<file path="config.mk">
export PLATFORM = sky130hd
export DESIGN_NAME = motor_feedback_tracker
export DESIGN_NICKNAME = d
export VERILOG_FILES = /design/src/rtl/mft_pkg.sv /design/src/rtl/mft_in_stage.sv /design/src/rtl/mft_core.sv /design/src/rtl/mft_out_stage.sv /design/src/rtl/motor_feedback_tracker.sv
export VERILOG_INCLUDE_DIRS = /design/src /design/src/rtl
export SDC_FILE = /design/constraint.sdc
export NUM_CORES = 1
export LEC_CHECK = 0
export BUFFER_PORTS_ARGS = -buffer_cell sky130_fd_sc_hd__buf_4
export CORE_MARGIN = 3
export CORE_UTILIZATION = 30
export CTS_CLUSTER_SIZE = 25
export DETAILED_ROUTE_END_ITERATION = 8
export GPL_ROUTABILITY_DRIVEN = 0
export GPL_TIMING_DRIVEN = 0
export PLACE_DENSITY = 0.5
export SYNTH_ARGS = -nofsm -noshare
export SYNTH_HDL_FRONTEND = slang
export SYNTH_HIERARCHICAL = 1
export SYNTH_SLANG_ARGS = --single-unit
</file>
<file path="constraint.sdc">
create_clock -name clk -period 5.4 [get_ports clk]
set_input_delay 1.35 -clock clk [delete_from_list [all_inputs] [get_ports clk]]
set_output_delay 1.35 -clock clk [all_outputs]
set_load 0.02 [all_outputs]
</file>
<file path="src/rtl/motor_feedback_tracker_macros.svh">
// Assertion macros for the motor feedback tracker.
// Used by mft_core, the RTL module that checks its own state; no other dependencies.
`ifndef MOTOR_FEEDBACK_TRACKER_MACROS_SVH
`define MOTOR_FEEDBACK_TRACKER_MACROS_SVH

`ifndef SYNTHESIS

// Clocked check, disabled while reset is asserted.
`define MFT_ASSERT(label, prop) \
  label: assert property (@(posedge clk) disable iff (!rst_n) prop) \
    else $error("motor_feedback_tracker: assertion failed");

// Clocked check that also holds through reset.
`define MFT_ASSERT_ALWAYS(label, prop) \
  label: assert property (@(posedge clk) prop) \
    else $error("motor_feedback_tracker: assertion failed");

`else

`define MFT_ASSERT(label, prop)
`define MFT_ASSERT_ALWAYS(label, prop)

`endif

`endif

</file>
<file path="src/rtl/mft_pkg.sv">
// Shared types and constants for the motor feedback tracker.
// No dependencies; imported by every RTL module of the block.
`default_nettype none

package mft_pkg;

  localparam int ROUND_BITS_DEF = 32;

  localparam int ANGLE_W = 13;
  localparam int VALUE_W = 16;
  localparam int LIMIT_W = 15;
  localparam int TIMEOUT_W = 16;
  localparam int SILENCE_W = 17;
  localparam int REV_W = 32;
  localparam int CFG_IDX_W = 8;
  localparam int CFG_DATA_W = 16;
  localparam int IN_DATA_W = 64;
  localparam int OUT_DATA_W = 96;

  localparam logic [ANGLE_W-1:0] WRAP_LOW = 13'd2048;
  localparam logic [ANGLE_W-1:0] WRAP_HIGH = 13'd6144;
  localparam logic [SILENCE_W-1:0] SILENCE_MAX = 17'h1FFFF;
  localparam logic [LIMIT_W-1:0] VOLT_LIMIT_RST = 15'd30000;
  localparam logic [TIMEOUT_W-1:0] TIMEOUT_RST = 16'd5000;

  localparam logic [CFG_IDX_W-1:0] REG_VOLT_LIMIT = 8'd0;
  localparam logic [CFG_IDX_W-1:0] REG_TIMEOUT_TICKS = 8'd1;

  typedef enum logic [1:0] {
    OP_FRAME   = 2'd0,
    OP_COMMAND = 2'd1,
    OP_TICK    = 2'd2,
    OP_ROUNDS  = 2'd3
  } opcode_t;

  // Link state machine, one-hot.
  typedef enum logic [2:0] {
    LINK_DISC = 3'b001,
    LINK_IDLE = 3'b010,
    LINK_RUN  = 3'b100
  } link_t;

  // Codes of the link_state result field.
  localparam logic [1:0] CODE_DISC = 2'd0;
  localparam logic [1:0] CODE_IDLE = 2'd1;
  localparam logic [1:0] CODE_RUN  = 2'd2;

  typedef struct packed {
    opcode_t                    opcode;
    logic [ANGLE_W-1:0]         frame_angle;
    logic signed [VALUE_W-1:0]  frame_speed;
    logic signed [VALUE_W-1:0]  frame_current;
    logic signed [VALUE_W-1:0]  command_voltage;
  } item_t;

  typedef struct packed {
    logic signed [VALUE_W-1:0]  drive_voltage;
    logic [1:0]                 link_state;
    logic                       connected;
    logic [ANGLE_W-1:0]         angle_now;
    logic signed [VALUE_W-1:0]  speed_now;
    logic signed [VALUE_W-1:0]  current_now;
    logic signed [REV_W-1:0]    revolutions;
  } result_t;

  // Handshake between the pipeline stages.
  typedef struct packed {
    logic advance;
  } pipe_ctl_t;

  function automatic logic [1:0] link_code(link_t m);
    logic [1:0] c;
    unique case (m)
      LINK_IDLE: c = CODE_IDLE;
      LINK_RUN:  c = CODE_RUN;
      default:   c = CODE_DISC;
    endcase
    return c;
  endfunction

endpackage

`default_nettype wire

</file>
<file path="src/rtl/mft_in_stage.sv">
// Input register of the motor feedback tracker: holds one accepted item.
// Depends on mft_pkg.
`default_nettype none

module mft_in_stage (
  input  wire logic          clk,
  input  wire logic          rst_n,
  input  wire logic          in_tvalid,
  output logic               in_tready,
  input  wire mft_pkg::item_t in_item,
  input  wire logic          load_ok,
  output mft_pkg::pipe_ctl_t ctl,
  output mft_pkg::item_t     item
);
  import mft_pkg::*;

  logic  valid_r, valid_nxt;
  item_t item_r;

  // Item leaves when the result register can take its result.
  assign ctl.advance    = valid_r & load_ok;
  assign in_tready      = ~valid_r | load_ok;
  assign item           = item_r;

  always_comb begin
    valid_nxt = valid_r;
    if (in_tvalid && in_tready) begin
      valid_nxt = 1'b1;
    end else if (ctl.advance) begin
      valid_nxt = 1'b0;
    end
  end

  always_ff @(posedge clk) begin
    if (!rst_n) begin
      valid_r <= 1'b0;
    end else begin
      valid_r <= valid_nxt;
    end
  end

  always_ff @(posedge clk) begin
    if (in_tvalid && in_tready) begin
      item_r <= in_item;
    end
  end

endmodule

`default_nettype wire

</file>
<file path="src/rtl/mft_core.sv">
// Link state, stored readings, revolution counter and config registers.
// Depends on mft_pkg and motor_feedback_tracker_macros.svh.
`default_nettype none

`include "motor_feedback_tracker_macros.svh"

module mft_core #(
  parameter int ROUND_BITS = mft_pkg::ROUND_BITS_DEF
) (
  input  wire logic                              clk,
  input  wire logic                              rst_n,
  input  wire logic                              cfg_valid,
  input  wire logic [mft_pkg::CFG_IDX_W-1:0]     cfg_index,
  input  wire logic [mft_pkg::CFG_DATA_W-1:0]    cfg_data,
  input  wire mft_pkg::pipe_ctl_t                ctl,
  input  wire mft_pkg::item_t                    item,
  output mft_pkg::result_t                       result
);
  import mft_pkg::*;

  logic [LIMIT_W-1:0]         max_v_r;
  logic [TIMEOUT_W-1:0]       timeout_r;
  link_t                      link_r, link_nxt;
  logic signed [VALUE_W-1:0]  volt_r, volt_nxt;
  logic [ANGLE_W-1:0]         angle_r, angle_nxt;
  logic signed [VALUE_W-1:0]  speed_r, speed_nxt;
  logic signed [VALUE_W-1:0]  cur_r, cur_nxt;
  logic [ROUND_BITS-1:0]      turn_r, turn_nxt;
  logic                       seen_r, seen_nxt;
  logic [SILENCE_W-1:0]       sil_r, sil_nxt;
  logic                       tick_over;

  logic signed [VALUE_W:0]    lim_s;
  logic signed [VALUE_W:0]    cmd_s;
  logic signed [VALUE_W:0]    clamp_s;
  logic [REV_W-1:0]           rev;

  always_comb begin
    lim_s = signed'({2'b00, max_v_r});
    cmd_s = {item.command_voltage[VALUE_W-1], item.command_voltage};
    if (cmd_s > lim_s) begin
      clamp_s = lim_s;
    end else if (cmd_s < -lim_s) begin
      clamp_s = -lim_s;
    end else begin
      clamp_s = cmd_s;
    end
  end

  always_comb begin
    link_nxt  = link_r;
    volt_nxt  = volt_r;
    angle_nxt = angle_r;
    speed_nxt = speed_r;
    cur_nxt   = cur_r;
    turn_nxt  = turn_r;
    seen_nxt  = seen_r;
    sil_nxt   = sil_r;
    tick_over = 1'b0;
    unique case (item.opcode)
      OP_FRAME: begin
        angle_nxt = item.frame_angle;
        speed_nxt = item.frame_speed;
        cur_nxt   = item.frame_current;
        sil_nxt   = '0;
        seen_nxt  = 1'b1;
        if (link_r == LINK_DISC) begin
          link_nxt = LINK_IDLE;
        end
        // Wrap across zero: high to low counts up, low to high counts down.
        if (seen_r) begin
          if (item.frame_angle < WRAP_LOW && angle_r > WRAP_HIGH) begin
            turn_nxt = turn_r + 1'b1;
          end else if (item.frame_angle > WRAP_HIGH && angle_r < WRAP_LOW) begin
            turn_nxt = turn_r - 1'b1;
          end
        end
      end
      OP_COMMAND: begin
        volt_nxt = clamp_s[VALUE_W-1:0];
        if (link_r == LINK_IDLE) begin
          link_nxt = LINK_RUN;
        end
      end
      OP_TICK: begin
        if (sil_r != SILENCE_MAX) begin
          sil_nxt = sil_r + 1'b1;
        end
        tick_over = (sil_nxt > {1'b0, timeout_r});
        if (tick_over) begin
          link_nxt = LINK_DISC;
        end
        // Drop a stale command so it is not driven when the link returns.
        if (link_nxt == LINK_DISC) begin
          volt_nxt = '0;
        end
      end
      OP_ROUNDS: begin
        turn_nxt = '0;
      end
      default: begin
        turn_nxt = turn_r;
      end
    endcase
  end

  generate
    if (ROUND_BITS >= REV_W) begin : g_rev_cut
      assign rev = turn_nxt[REV_W-1:0];
    end else begin : g_rev_ext
      assign rev = {{(REV_W-ROUND_BITS){turn_nxt[ROUND_BITS-1]}}, turn_nxt};
    end
  endgenerate

  always_comb begin
    result.drive_voltage = (link_nxt == LINK_DISC) ? '0 : volt_nxt;
    result.link_state    = link_code(link_nxt);
    result.connected     = (link_nxt != LINK_DISC);
    result.angle_now     = angle_nxt;
    result.speed_now     = speed_nxt;
    result.current_now   = cur_nxt;
    result.revolutions   = signed'(rev);
  end

  always_ff @(posedge clk) begin
    if (!rst_n) begin
      max_v_r   <= VOLT_LIMIT_RST;
      timeout_r <= TIMEOUT_RST;
    end else if (cfg_valid) begin
      if (cfg_index == REG_VOLT_LIMIT) begin
        max_v_r <= cfg_data[LIMIT_W-1:0];
      end else if (cfg_index == REG_TIMEOUT_TICKS) begin
        timeout_r <= cfg_data[TIMEOUT_W-1:0];
      end
    end
  end

  always_ff @(posedge clk) begin
    if (!rst_n) begin
      link_r  <= LINK_DISC;
      volt_r  <= '0;
      angle_r <= '0;
      speed_r <= '0;
      cur_r   <= '0;
      turn_r  <= '0;
      seen_r  <= 1'b0;
      sil_r   <= '0;
    end else if (ctl.advance) begin
      link_r  <= link_nxt;
      volt_r  <= volt_nxt;
      angle_r <= angle_nxt;
      speed_r <= speed_nxt;
      cur_r   <= cur_nxt;
      turn_r  <= turn_nxt;
      seen_r  <= seen_nxt;
      sil_r   <= sil_nxt;
    end
  end

  `MFT_ASSERT(a_frame_connects, ctl.advance && item.opcode == OP_FRAME |=> link_r != LINK_DISC)
  `MFT_ASSERT(a_rounds_clear, ctl.advance && item.opcode == OP_ROUNDS |=> turn_r == '0)
  `MFT_ASSERT(a_timeout_drops, ctl.advance && tick_over |=> link_r == LINK_DISC && volt_r == '0)
  `MFT_ASSERT(a_no_drive_disc, link_nxt == LINK_DISC |-> result.drive_voltage == '0)
  `MFT_ASSERT_ALWAYS(a_link_onehot, !rst_n || $onehot(link_r))

endmodule

`default_nettype wire

</file>
<file path="src/rtl/mft_out_stage.sv">
// Result register of the motor feedback tracker, parting the result side from the core.
// Depends on mft_pkg.
`default_nettype none

module mft_out_stage (
  input  wire logic                clk,
  input  wire logic                rst_n,
  input  wire mft_pkg::pipe_ctl_t  ctl,
  input  wire mft_pkg::result_t    result,
  output logic                     load_ok,
  output logic                     out_tvalid,
  input  wire logic                out_tready,
  output mft_pkg::result_t         out_result
);
  import mft_pkg::*;

  logic    valid_r, valid_nxt;
  result_t res_r;

  assign load_ok    = ~valid_r | out_tready;
  assign out_tvalid = valid_r;
  assign out_result = res_r;

  always_comb begin
    valid_nxt = valid_r;
    if (ctl.advance) begin
      valid_nxt = 1'b1;
    end else if (out_tready) begin
      valid_nxt = 1'b0;
    end
  end

  always_ff @(posedge clk) begin
    if (!rst_n) begin
      valid_r <= 1'b0;
    end else begin
      valid_r <= valid_nxt;
    end
  end

  always_ff @(posedge clk) begin
    if (ctl.advance) begin
      res_r <= result;
    end
  end

endmodule

`default_nettype wire

</file>
<file path="src/rtl/motor_feedback_tracker.sv">
// Top level of the motor feedback tracker: input register, core, result register.
// Depends on mft_pkg, mft_in_stage, mft_core and mft_out_stage.
//
//   channel | direction | payload
//   --------+-----------+------------------------------------------------
//   in_     | slave     | tuser opcode, tdata angle/speed/current/command
//   out_    | master    | tdata drive/state/readings/revolutions
//   cfg_    | slave     | index 0 voltage limit, index 1 timeout_ticks
//
// One item per cycle sustained while out_tready is high; an item taken into the input
// register moves into the result register once that register can take it, which
// raises out_tvalid, the core state updating on that same move.
// Reset is synchronous, active low; config is always ready.
// A stalled result holds the result register, which holds the input register.
`default_nettype none

module motor_feedback_tracker #(
  parameter int ROUND_BITS = mft_pkg::ROUND_BITS_DEF
) (
  input  wire logic                              clk,
  input  wire logic                              rst_n,
  input  wire logic                              in_tvalid,
  output logic                                   in_tready,
  // [12:0] frame_angle, [28:13] frame_speed, [44:29] frame_current,
  // [60:45] command_voltage, [63:61] zero
  input  wire logic [mft_pkg::IN_DATA_W-1:0]     in_tdata,
  // [1:0] opcode
  input  wire logic [1:0]                        in_tuser,
  output logic                                   out_tvalid,
  input  wire logic                              out_tready,
  // [15:0] drive_voltage, [17:16] link_state, [18] connected,
  // [31:19] angle_now, [47:32] speed_now, [63:48] current_now,
  // [95:64] revolutions
  output logic [mft_pkg::OUT_DATA_W-1:0]         out_tdata,
  input  wire logic                              cfg_valid,
  output logic                                   cfg_ready,
  input  wire logic [mft_pkg::CFG_IDX_W-1:0]     cfg_index,
  input  wire logic [mft_pkg::CFG_DATA_W-1:0]    cfg_data
);
  import mft_pkg::*;

  item_t     in_item;
  item_t     item;
  pipe_ctl_t ctl;
  result_t   result;
  result_t   out_result;
  logic      load_ok;

  assign cfg_ready = 1'b1;

  always_comb begin
    in_item.opcode          = opcode_t'(in_tuser);
    in_item.frame_angle     = in_tdata[12:0];
    in_item.frame_speed     = in_tdata[28:13];
    in_item.frame_current   = in_tdata[44:29];
    in_item.command_voltage = in_tdata[60:45];
  end

  assign out_tdata = {out_result.revolutions, out_result.current_now,
                      out_result.speed_now, out_result.angle_now,
                      out_result.connected, out_result.link_state,
                      out_result.drive_voltage};

  mft_in_stage u_in (
    .clk       (clk),
    .rst_n     (rst_n),
    .in_tvalid (in_tvalid),
    .in_tready (in_tready),
    .in_item   (in_item),
    .load_ok   (load_ok),
    .ctl       (ctl),
    .item      (item)
  );

  mft_core #(
    .ROUND_BITS (ROUND_BITS)
  ) u_core (
    .clk       (clk),
    .rst_n     (rst_n),
    .cfg_valid (cfg_valid),
    .cfg_index (cfg_index),
    .cfg_data  (cfg_data),
    .ctl       (ctl),
    .item      (item),
    .result    (result)
  );

  mft_out_stage u_out (
    .clk        (clk),
    .rst_n      (rst_n),
    .ctl        (ctl),
    .result     (result),
    .load_ok    (load_ok),
    .out_tvalid (out_tvalid),
    .out_tready (out_tready),
    .out_result (out_result)
  );

endmodule

`default_nettype wire
</file>
==> results.py, run 1 <==
metrics = {
    "run_status": {
        "status": "completed",
    },
    "power": {
        "ir_worst_vdd_v": 0.0002532,
        "leakagePower_nw": 7.004,
        "power_frac_comb_pct": 8.3,
        "power_frac_seq_pct": 47.4,
        "netSwitchingFraction_pct": 23.96,
        "p_int_w": 0.004129,
        "p_switching_w": 0.001301,
        "clock_power_share_pct": 44.3,
        "powerDensity_nw_per_um2": 298.4,
    },
    "synthesis": {
        "synth-main-ff-cell": "edfxtp_1",
        "ys_types": 79,
        "syn_area_per_cell_um2": 10.35,
        "async_flop_share_pct": 0,
        "ys_seq_area_share_pct": 52.37,
        "synth_seq_cells": 306,
        "synth_edf_count": 159,
        "yosysWarnings": 6,
        "syn_area_um2": 14740,
        "syn_inst": 1424,
        "syn_nets": 1574,
        "synth.largest_area_cell": "edfxtp_1",
        "synth.area.top_cells": "edfxtp_1, dfxtp_1, nand2_1",
        "yosysTopAreaCellShare_pct": 32.40,
    },
    "cells_and_area": {
        "drive_gt1_share_pct": 19.65,
        "syn2layout_area_growth_pct": 23.52,
        "n_fill_cell": 4861,
        "fin_nets": 1801,
        "post-route-util_pct": 37.80,
    },
    "critical_path": {
        "r2r_end": "u_core/volt_r[7]$_SDFFE_PN0P_",
        "startpoint_type": "flop",
        "critical_path_class": "reg -> reg",
        "crit_path_end_kind": "flop",
        "critPathRequiredTime_ns": 5.82,
        "crit_end": "u_core/volt_r[7]$_SDFFE_PN0P_",
        "startpoint": "u_core/max_v_r[0]$_SDFFE_PN0P_",
        "crit_arrival_ns": 5.52,
        "r2r_setup_slack_ns": 0.30,
        "worstPathMaxFanout": 10,
        "reg2reg_from": "u_core/max_v_r[0]$_SDFFE_PN0P_",
        "reg2reg_depth": 16,
    },
    "timing": {
        "skew_ns": 0.02383,
        "maxSlewHeadroom_pct": 23.72,
        "fin_ws_ns": 0.3024,
        "max_slew.worst_pin.slew_ns": 1.135,
        "hold_viol_final": 0,
        "setup_viol": 0,
        "post-route-period-util_pct": 94.40,
        "maxSlewViolCount": 0,
        "rsz0062_at_grt": "no",
        "clock.fmax_mhz": 196.2,
        "min_period_ns": 5.098,
    },
    "clock_tree": {
        "cts-root-buf": "clkbuf_16",
        "clockBufferDepth": 3,
        "cts.reportedPaths.clkPinSlew_ns": 0.06,
        "htree_levels": 2,
        "cts_tree": "yes",
        "insertion_delay_ns": 0.55,
        "numCtsBuffers": 36,
        "cts_setup_buffers": 0,
        "cts_sinks": 306,
    },
    "floorplan": {
        "dieArea_um2": 51810,
        "initial_core_util_pct": 30.61,
        "die_h_um": 227.6,
        "rows": 80,
        "core-area_um2": 48150,
        "die_x_um": 227.6,
        "io_pins": 194,
    },
    "routing": {
        "drc_errors": 0,
        "drtAntennaViolNets": 0,
        "dr.pass1.iters": 5,
        "vias": 11240,
        "wire_per_inst_um": 17.68,
        "drt-total-wl_um": 41310,
        "drt_iter0_drc": 720,
        "viasPerCell": 4.812,
    },
    "global_routing": {
        "antenna_found_initial": 2,
        "grt_max_degree": 64,
        "grt_pass1_vias": 11080,
        "grt_first_pass_wirelength_um": 64020,
        "track_usage_pct": 15.81,
        "grt.overflow.total": 0,
    },
    "hold_path": {
        "hold_path.class": "reg -> reg",
    },
    "placement": {
        "port-buffer-count": 189,
        "hpwl_um": 30350,
        "dp_worst_setup_slack_ns": 0.1037,
    },
    "flow_run": {
        "maxCapViolations": 0,
    },
}
==> layout make-up <==
cell class	count	area, um^2	area share (%)
Buffer	77	310.3	1.705
Timing Repair Buffer	190	1446	7.947
Antenna cell	1	2.502	0.01375
Tap cell	656	820.8	4.510
Clock inverter	17	171.4	0.9418
Multi-Input combinational cell	993	6556	36.02
Clock buffer	49	999.7	5.493
Sequential cell	306	7717	42.40
Inverter	47	176.4	0.9693
==> synth_stat cells (32+ instances only) <==
cell / number
clkbuf_1: 66
xor2_1: 36
edfxtp_1: 159
nand3_1: 47
o21ai_0: 46
mux2_2: 48
ha_1: 55
dfxtp_1: 147
nor2b_1: 40
nor2_1: 89
a21oi_1: 60
nand2_1: 194
mux2i_1: 32
inv_1: 46
a21boi_0: 47
==> worst min path at each step <==
stage,startpoint,end,slack [ns],cells after the start
after floorplan,u_core/volt_r[11]$_SDFFE_PN0P_,u_core/volt_r[11]$_SDFFE_PN0P_,0.43,1
after global placement,u_core/volt_r[6]$_SDFFE_PN0P_,u_core/volt_r[6]$_SDFFE_PN0P_,0.44,1
after detailed placement,u_core/volt_r[11]$_SDFFE_PN0P_,u_core/volt_r[11]$_SDFFE_PN0P_,0.45,1
after CTS,u_core/volt_r[8]$_SDFFE_PN0P_,u_core/volt_r[8]$_SDFFE_PN0P_,0.46,1
after global routing,u_core/volt_r[8]$_SDFFE_PN0P_,u_core/volt_r[8]$_SDFFE_PN0P_,0.48,1
final,u_core/volt_r[8]$_SDFFE_PN0P_,u_core/volt_r[8]$_SDFFE_PN0P_,0.46,1
==> registers in the layout (all words and copies together), names as in the netlist, 3 cells and up <==
signal,count
u_core/sil_r,17
u_out/out_result,96
u_core/turn_r,32
u_core/max_v_r,15
u_in/item,63
u_core/link_r,3
u_core/timeout_r,16
u_core/speed_r,16
u_core/angle_r,13
u_core/cur_r,16
u_core/volt_r,16
==> per-stage QoR <==
| step | instance area [um^2] | hold WS [ns] | instances | setup TNS (ns) | total power, W |
|---|---|---|---|---|---|
| final | 18200 | 0.4621 | 2336 | 0 | 0.005431 |
| after global routing | 18200 | 0.4797 | 2335 | 0 | 0.005669 |
| after CTS | 18170 | 0.4648 | 2336 | 0 | 0.005534 |
| after detailed placement | 17000 | 0.4500 | 2270 | 0 | 0.003082 |
| after global placement | 16980 | 0.4420 | 2269 | -5.435 | 0.003078 |
| after floorplan | 14740 | 0.4322 | 1424 | 0 | 0.002864 |
==> power groups by stage <==
| stage | Sequential [W] | Combinational, W | Clock, W |
|---|---|---|---|
| 2_1_floorplan | 0.00266 | 0.000205 | 0 |
| 3_3_place_gp | 0.00263 | 0.000451 | 0 |
| 3_5_place_dp | 0.00263 | 0.000457 | 0 |
| 4_1_cts | 0.00258 | 0.000459 | 0.00250 |
| 5_1_grt | 0.00258 | 0.000498 | 0.00259 |
| 6_report | 0.00257 | 0.000452 | 0.00240 |
==> metal layers <==
layer | track usage, % | vias up | routed length, um
met4 | 4.028 | 2 | 745
met3 | 3.596 | 54 | 2233
met5 | 0 | - | 10
met2 | 25.73 | 231 | 19350
li1 | - | 5582 | -
met1 | 21.39 | 5371 | 18970
==> cells by family after synthesis <==
kind of cell | Yosys count | share of synthesized area (%)
AOI/OAI and AO/OA | 271 | 12.41
and+or+nand+nor | 520 | 17.45
xor gates and xnor gates | 66 | 3.923
DFF | 306 | 52.37
buffers and inverters | 125 | 3.303
other | 1 | 0.02545
muxes | 80 | 5.842
adders and majority gates | 55 | 4.670
==> layout by cell type, fill, tap and decap left out, types with 40 or more instances in the layout <==
| master | n |
|---|---|
| inv_1 | 46 |
| edfxtp_1 | 159 |
| a21oi_1 | 60 |
| a21boi_0 | 47 |
| o21ai_0 | 46 |
| clkbuf_1 | 70 |
| nor2b_1 | 40 |
| nand2_1 | 194 |
| ha_1 | 55 |
| nand3_1 | 47 |
| buf_4 | 190 |
| mux2_2 | 48 |
| dfxtp_1 | 147 |
| nor2_1 | 89 |
==> critical path: stages, from the launching register on <==
cell,delay (ns)
dfxtp_1,0.36
inv_1,0.12
ha_1,0.26
nor3b_2,0.44
nand4_1,0.40
or3_1,0.44
xnor2_1,0.26
ha_1,0.31
nand4_1,0.16
nor4_1,0.11
nor3_1,0.25
o211ai_1,0.16
mux2i_2,0.47
clkbuf_2,0.39
o22ai_1,0.11
o21ai_0,0.42
a2bb2o_1,0.33
==> timing repair <==
item                                    4_1_cts  5_1_grt
hold buffers                                  0        0
gates resized for setup                       0       10
endpoints found under the setup margin        0       28
Power figures use the tool's default switching activity.
==> run 2: changes to the inputs <==
--- a/config.mk
+++ b/config.mk
@@ -8,12 +8,12 @@
 export LEC_CHECK = 0
 export BUFFER_PORTS_ARGS = -buffer_cell sky130_fd_sc_hd__buf_4
 export CORE_MARGIN = 3
-export CORE_UTILIZATION = 30
+export CORE_UTILIZATION = 55
 export CTS_CLUSTER_SIZE = 25
 export DETAILED_ROUTE_END_ITERATION = 8
 export GPL_ROUTABILITY_DRIVEN = 0
 export GPL_TIMING_DRIVEN = 0
-export PLACE_DENSITY = 0.5
+export PLACE_DENSITY = 0.8
 export SYNTH_ARGS = -nofsm -noshare
 export SYNTH_HDL_FRONTEND = slang
 export SYNTH_HIERARCHICAL = 1
==> results.py, run 2 (synthesis results as in run 1) <==
metrics = {
    "floorplan": {
        "core-area_um2": 26210,
        "io_pins": 194,
        "die_h_um": 169.7,
        "die_x_um": 169.7,
        "initial_core_util_pct": 56.23,
        "rows": 59,
        "dieArea_um2": 28790,
    },
    "clock_tree": {
        "clockBufferDepth": 3,
        "cts_sinks": 306,
        "insertion_delay_ns": 0.58,
        "cts-root-buf": "clkbuf_16",
        "cts_tree": "yes",
        "numCtsBuffers": 30,
        "cts_setup_buffers": 0,
        "cts.reportedPaths.clkPinSlew_ns": 0.06,
        "cts_hold_buf": 0,
        "post_cts.resized_instances": 0,
        "htree_levels": 1,
    },
    "timing": {
        "hold_viol_final": 0,
        "post-route-period-util_pct": 94.21,
        "maxSlewViolCount": 0,
        "maxSlewHeadroom_pct": 28.19,
        "setup_viol": 0,
        "min_period_ns": 5.087,
        "setup_tns_ns": 0,
        "max_slew.worst_pin.slew_ns": 1.069,
        "clock.fmax_mhz": 196.6,
        "rsz0062_at_grt": "no",
        "skew_ns": 0.02601,
    },
    "routing": {
        "drtAntennaViolNets": 0,
        "drc_errors": 0,
        "drt_iter0_drc": 1037,
        "drt-total-wl_um": 36920,
        "wire_per_inst_um": 18.43,
        "dr.pass1.iters": 6,
        "vias": 11620,
        "viasPerCell": 5.799,
    },
    "critical_path": {
        "path_cells": "inv_1 > ha_1 > nor3b_2 > nand4_1 > or3_1 > xnor2_1 > ha_1 > nand4_1 > nor4_1 > nor3_1 > o211ai_1 > mux2i_2 > clkbuf_2 > o22ai_1 > o21ai_0 > a2bb2o_1",
        "crit_path_end_kind": "flop",
        "reg2reg_depth": 16,
        "worstPathMaxFanout": 10,
        "crit_slowest_cell": "o21ai_0",
        "r2r_setup_slack_ns": 0.31,
        "crit_arrival_ns": 5.53,
        "reg2reg_from": "u_core/max_v_r[0]$_SDFFE_PN0P_",
        "cpPeakStageDelay_ns": 0.46,
        "r2r_end": "u_core/volt_r[6]$_SDFFE_PN0P_",
        "startpoint_type": "flop",
        "critPathRequiredTime_ns": 5.84,
        "critical_path_class": "reg -> reg",
    },
    "placement": {
        "place_area_um2": 16600,
        "port-buffer-count": 189,
        "hpwl_um": 26530,
    },
    "global_routing": {
        "use_met2_pct": 41.42,
        "grt_max_degree": 64,
        "antenna_found_initial": 1,
        "grt_first_pass_wirelength_um": 59060,
        "track_usage_pct": 25.14,
        "grt-busiest-layer": "met2",
        "grt_pass1_vias": 11420,
        "grt.overflow.total": 0,
        "use_met1_pct": 33.23,
        "met3_usage_pct": 5.404,
    },
    "power": {
        "p_switching_w": 0.001196,
        "clock_power_share_pct": 41.3,
        "p_int_w": 0.003944,
        "ir_worst_vdd_v": 0.0002242,
        "power_frac_comb_pct": 8.7,
        "powerDensity_nw_per_um2": 291.7,
        "netSwitchingFraction_pct": 23.27,
        "power_frac_seq_pct": 50.1,
        "leakagePower_nw": 6.916,
    },
    "hold_path": {
        "hp-start": "u_core/volt_r[11]$_SDFFE_PN0P_",
        "holdPathStages": 1,
        "hold_path.class": "reg -> reg",
        "hold-path-endpoint": "u_core/volt_r[11]$_SDFFE_PN0P_",
    },
    "cells_and_area": {
        "syn2layout_area_growth_pct": 19.60,
        "final_common_cell": "nand2_1",
        "regArea_um2": 7717,
        "fin_nets": 1795,
        "largest_reg_flops": 96,
        "drive_gt1_share_pct": 18.99,
        "multi_input_area_um2": 6543,
        "n_fill_cell": 1983,
        "diodes": 0,
        "finalInstanceArea_um2": 17620,
        "mostFrequentLayoutCells": "nand2_1, buf_4, edfxtp_1, dfxtp_1, nor2_1",
    },
    "run_status": {
        "status": "completed",
    },
    "flow_run": {
        "maxCapViolations": 0,
    },
}
-- run 2: changes by cell type in the layout (fill, tap and decap cells not counted), moves of 2 or more --
cell       before  now
clkinv_4        0    2
clkbuf_16      36   30
clkinv_2        9    7
inv_6           3    0
-- run 2: worst max-delay path, delay by kind of cell, from the launching register on --
family,cells,cell delay (ns)
xor+xnor,1,0.24
compound gates,4,1.08
fa+ha+maj,2,0.53
flops,1,0.37
mux,1,0.45
simple gates,6,1.78
buf+inv,2,0.51
-- run 2: cell type report --
type	instances	area share [%]
sequential	306	43.79
multi-input combinational	993	37.12
timing repair buffer	190	8.207
clock buffer	42	4.743
tap	335	2.378
buffer	77	1.754
clock inverter	14	1.001
inverter	47	1.001
-- run 2: power by group through the flow --
| stage | Sequential (W) | Clock (W) | Combinational, W |
|---|---|---|---|
| 6_report | 0.00257 | 0.00212 | 0.000445 |
| 5_1_grt | 0.00258 | 0.00224 | 0.000482 |
| 4_1_cts | 0.00257 | 0.00215 | 0.000443 |
| 3_5_place_dp | 0.00262 | 0 | 0.000440 |
| 3_3_place_gp | 0.00262 | 0 | 0.000428 |
| 2_1_floorplan | 0.00266 | 0 | 0.000205 |
-- run 2: per-layer routing --
metal  wire length, um  share of wire, %
met1             15320                41
met2             17490                47
met3              2887               7.8
met4              1200               3.2
met5                20             0.054
-- run 2: through the flow --
stage / utilization [%] / setup slack, ns / std cells / hold slack [ns] / power [W]
after floorplan: - / 1.313 / 1424 / 0.4322 / 0.002864
after global placement: 63.24 / 0.2083 / 1948 / 0.4416 / 0.003050
after detailed placement: 63.35 / 0.2291 / 1949 / 0.4522 / 0.003062
after CTS: 67.21 / 0.2363 / 2005 / 0.4670 / 0.005171
after global routing: 67.25 / 0.02112 / 2004 / 0.4759 / 0.005305
final: 67.25 / 0.3127 / 2004 / 0.4617 / 0.005140
-- run 2: how the worst max path moves through the flow --
stage	from	to	depth (start not counted)
2_1_floorplan	out_tready	u_core/volt_r[13]$_SDFFE_PN0P_	7
3_3_place_gp	out_tready	u_core/volt_r[13]$_SDFFE_PN0P_	8
3_5_place_dp	u_core/max_v_r[0]$_SDFFE_PN0P_	u_core/volt_r[6]$_SDFFE_PN0P_	16
4_1_cts	u_core/max_v_r[0]$_SDFFE_PN0P_	u_core/volt_r[6]$_SDFFE_PN0P_	16
5_1_grt	u_core/sil_r[0]$_SDFFE_PN0P_	u_out/out_result[94]$_DFFE_PP_	19
6_report	u_core/max_v_r[0]$_SDFFE_PN0P_	u_core/volt_r[6]$_SDFFE_PN0P_	16
